==> config.mk <==
export PLATFORM = sky130hd
export DESIGN_NAME = lsc_cell
export DESIGN_NICKNAME = d
export VERILOG_FILES = /design/src/hdl/lsc_pkg.sv /design/src/hdl/lsc_cell.sv
export SDC_FILE = /design/constraint.sdc
export NUM_CORES = 1
export LEC_CHECK = 0
export BUFFER_PORTS_ARGS = -buffer_cell sky130_fd_sc_hd__buf_2
export CAP_MARGIN = 5
export CORE_AREA = 2 2 235 237
export CTS_CLUSTER_DIAMETER = 50
export DETAILED_ROUTE_END_ITERATION = 8
export DIE_AREA = 0 0 237 239
export PLACE_DENSITY_LB_ADDON = 0.15
export RECOVER_POWER = 100
export SETUP_SLACK_MARGIN = 0.02
export SLEW_MARGIN = 30
export SYNTH_ARGS = -nofsm -noshare
export SYNTH_HDL_FRONTEND = slang
export SYNTH_SLANG_ARGS = --single-unit
==> constraint.sdc <==
create_clock -name clk -period 10.6 [get_ports clk]
set_input_delay 1.06 -clock clk [delete_from_list [all_inputs] [get_ports clk]]
set_output_delay 1.06 -clock clk [all_outputs]
set_load 0.01 [all_outputs]
==> src/hdl/lsc_pkg.sv <==
`timescale 1ns / 1ps
// ----------------------------------------------------------------------------
// lsc_pkg
// Shared types and constants of the session cache: entry, item and result
// layouts, operation codes, register indexes and controller states.
// ----------------------------------------------------------------------------
package lsc_pkg;

	localparam int CAPACITY = 16;
	localparam int IDX_W    = (CAPACITY > 1) ? $clog2(CAPACITY) : 1;
	localparam int CNT_W    = $clog2(CAPACITY + 1);
	localparam int LIM_W    = (CNT_W > 5) ? CNT_W : 5;

	localparam logic [1:0] OP_LOOKUP   = 2'd0;
	localparam logic [1:0] OP_REMEMBER = 2'd1;
	localparam logic [1:0] OP_EXPIRE   = 2'd2;
	localparam logic [1:0] OP_RESERVED = 2'd3;

	localparam logic REG_LIMIT = 1'b0;
	localparam logic REG_TTL   = 1'b1;

	localparam logic [4:0]  LIMIT_RESET = 5'd16;
	localparam logic [31:0] TTL_RESET   = 32'd60;

	typedef struct packed {
		logic [1:0]  operation;
		logic [63:0] node_key;
		logic [63:0] session_number;
		logic [31:0] current_time;
	} item_t;

	typedef struct packed {
		logic [63:0] found_session;
		logic        hit;
		logic [4:0]  entries_in_use;
	} result_t;

	typedef struct packed {
		logic [63:0] key;
		logic [63:0] session;
		logic [31:0] last_seen;
	} entry_t;

	typedef struct packed {
		logic shift_dn;
		logic shift_up;
	} cell_ctl_t;

	typedef enum logic [1:0] {
		ST_IDLE,
		ST_EXEC,
		ST_EXPIRE,
		ST_DONE
	} state_t;

endpackage

==> src/hdl/lsc_cell.sv <==
`timescale 1ns / 1ps
// ----------------------------------------------------------------------------
// lsc_cell
// One slot of the recency chain: holds an entry, takes its left neighbor on
// a shift toward the tail or its right neighbor on a shift toward the head,
// and reports key match and age against the broadcast item.
// ----------------------------------------------------------------------------
module lsc_cell (
	input  logic              clk,
	input  lsc_pkg::cell_ctl_t ctl,
	input  lsc_pkg::entry_t   prev,
	input  lsc_pkg::entry_t   next,
	input  logic [63:0]       key,
	input  logic [31:0]       now,
	input  logic [31:0]       ttl,
	output lsc_pkg::entry_t   entry,
	output logic              key_match,
	output logic              aged
);

	lsc_pkg::entry_t entry_q;
	logic [31:0]     age;

	always_ff @(posedge clk) begin
		if (ctl.shift_dn) begin
			entry_q <= prev;
		end else if (ctl.shift_up) begin
			entry_q <= next;
		end
	end

	// wrapping age
	assign age       = now - entry_q.last_seen;
	assign aged      = age > ttl;
	assign key_match = entry_q.key == key;
	assign entry     = entry_q;

endmodule

==> run metrics <==
DP Worst Slack 4.65 ns; detailed-route DRC error count 0; CTS Buffer Depth 2; max reg flops 160; Cells after Synth between 800 and 900; failing checks capacitance limit, slew limit; Crit path arrival time 7.49 ns; Post-Layout Cell Count 2143; Detail Route Antenna Nets 0; CP Data Required Time between 10 and 15 ns; PnR worst setup slack 3.15 ns; largest net degree at the start of global routing 73; max-cap check violation count 5; wire length per cell 20.0 um; CP startpoint kind input port; initial antenna violation count 18; CTS sink count 160; Synth-to-Final Area Change 42.8%; worst setup path start ctl[1]; FFs w/ async S/R, synth 0; Tightest Pin Transition 3.83 ns; Setup crit end kind flip-flop; fillers 5936; setup_tns 0 ns; Starting Density 0.184; setup bufs post-CTS 0; Final Hold Fails 0; unrepaired setup endpoints after global routing no; Synth warnings 0; number of flops mapped to enable cells by yosys 160; CTS tree yes; Worst Hold Class input port to flip-flop; die footprint 0.0566 mm2; slowest CP cell or2_0; IO Port Bufs 612; Routed WL 42800 um; syn avg cell area 12.4 um2; Final Total Pwr 2.08 mW; largest family of logic cells by synthesized area multiplexers; die width 237 um; slowest stage delay, CP 1.89 ns; first-pass GRT wire length between 60000 and 70000 um; num rows 86; I/O Pins 613; vias per inst 4.12; fmax about 130 MHz; post-synth net total 1324; gr usage total 0.149; distinct cell type count after synthesis 51; # placed instances 2106; Slew Viols, Final around 240; depth of the CTS H-tree 4; # resized after CTS 0; post-synthesis mux area share 0.180; post-synthesis compound-gate area fraction 0.0802; CTS Root Cell clkbuf_16; XOR/XNOR Fraction of Synth Area 0.0805; post-synthesis sequential area ratio 0.480; die height around 240 um; mapped cell area 0.0100 mm2; Leakage ~6.2 nW; worst-path fanout max 42; DP HPWL about 36000 um; first drt pass iteration count 4; CP most frequent cell clkbuf_1; status complete, but fails checks; DRT iter0 DRCs 408; Peak VDD IR about 110 uV; Final setup viols 0; slew margin rel. -1.55; commonest cells after routing, fill and taps aside 449 x buf_2, 167 x clkbuf_1, 160 x edfxtp_1; Clock transition at path regs about 0.080 ns; post-synthesis simple-gate area fraction 0.0630; Top FF cell, synth edfxtp_1; final worst path period share 0.703; Setup Crit Path Kind input port to flip-flop; area of the core 0.0543 mm2; Pwr Density ~150 mW/mm2; routability cong. 0.839; leading cell type in the layout, fill and taps excluded buf_2; #FFs+latches synth 160; Tmin final ~7.5 ns; critical-path cell list clkbuf_1, or2_0, clkbuf_1, clkbuf_1; CP endpoint entry[10]; number of global-route vias before repair 9427; # nets final 1937; fraction of the mapped netlist area in adder cells 0.0807; layout cell share with drive strength beyond 1 0.438; cts hold-fix bufs 0; grt total ovfl 0; TritonCTS Buffers 17; DR vias 8822
## cells by family after synthesis
kind of cell             Yosys count
buffers and inverters             95
AND/OR/NAND/NOR                  119
flip-flops                       160
multiplexers                     160
adder cells (fa/ha/maj)           64
XOR/XNOR                          92
AO/OA/AOI/OAI                    119
## worst max-delay path, delay by kind of cell
family,cells,cell delay [ns]
AND/OR/NAND/NOR,1,1.89
buffers and inverters,3,4.45
## through the flow
stage | area [um2] | hold slack [ns] | util
finish | 14300 | 0.880 | 0.263
floorplan | 10000 | 1.28 | -
global placement | 13900 | 1.36 | 0.256
global route | 14300 | 0.841 | 0.263
detailed placement | 13900 | 1.36 | 0.256
CTS | 14500 | 0.808 | 0.267
## cells in the mapped netlist, types with 2 or more instances
library cell / count / share of area
nand2_1: 17 / 0.0064
nor4_1: 20 / 0.012
or2_2: 3 / 0.0019
a21o_1: 20 / 0.015
o211ai_1: 2 / 0.0015
and3_1: 2 / 0.0012
nand2b_1: 7 / 0.0044
o22ai_1: 2 / 0.0012
o21ai_0: 18 / 0.0090
nand4_1: 15 / 0.0094
xnor2_1: 20 / 0.017
a211o_1: 2 / 0.0018
a221oi_1: 2 / 0.0018
xor2_1: 72 / 0.063
a21oi_1: 40 / 0.020
o31ai_1: 3 / 0.0022
a31oi_1: 3 / 0.0019
nor2_1: 22 / 0.0082
clkbuf_1: 23 / 0.0086
o41ai_1: 2 / 0.0018
o21bai_1: 3 / 0.0022
ha_1: 63 / 0.079
or3_1: 2 / 0.0012
nor2b_1: 5 / 0.0031
nand3_1: 15 / 0.0075
o21a_1: 5 / 0.0037
nor3_1: 5 / 0.0025
inv_1: 72 / 0.027
mux2_2: 160 / 0.18
a211oi_1: 3 / 0.0022
nor3b_1: 2 / 0.0015
edfxtp_1: 160 / 0.48
## layout make-up
cell class	count	area, um2	share of cell area
clock inverters	15	163	0.0114
clock buffers	17	425	0.0298
multi-input cells	554	4860	0.340
flip-flops and latches	160	4800	0.336
inverters	72	270	0.0189
well taps	704	881	0.0616
repair buffers	617	2890	0.202
diodes	4	10.0	0.000700
## layer usage
metal / track usage / up-vias / part of all wire
li1: - / 4245 / -
met1: 0.165 / 4184 / 0.38
met5: 0 / - / 0.0023
met4: 0.0441 / 16 / 0.015
met2: 0.271 / 320 / 0.53
met3: 0.0500 / 57 / 0.070
## power breakdown
group / total (mW) / internal [mW] / switching, mW / leakage, nW
registers: 0.823 / 0.782 / 0.0414 / 1.63
logic: 0.597 / 0.268 / 0.328 / 4.32
clock network: 0.657 / 0.350 / 0.307 / 0.281
## how the worst min path moves through the flow
stage | from | end | slack (ns) | cells after the start
after floorplan | next[157] | entry[157] | 1.28 | 1
after global placement | next[130] | entry[130] | 1.36 | 2
after detailed placement | next[119] | entry[119] | 1.36 | 2
after CTS | prev[17] | entry[17] | 0.81 | 2
after global routing | next[36] | entry[36] | 0.84 | 2
final | prev[18] | entry[18] | 0.88 | 2
Note: power is estimated with default switching activity, not from simulation.
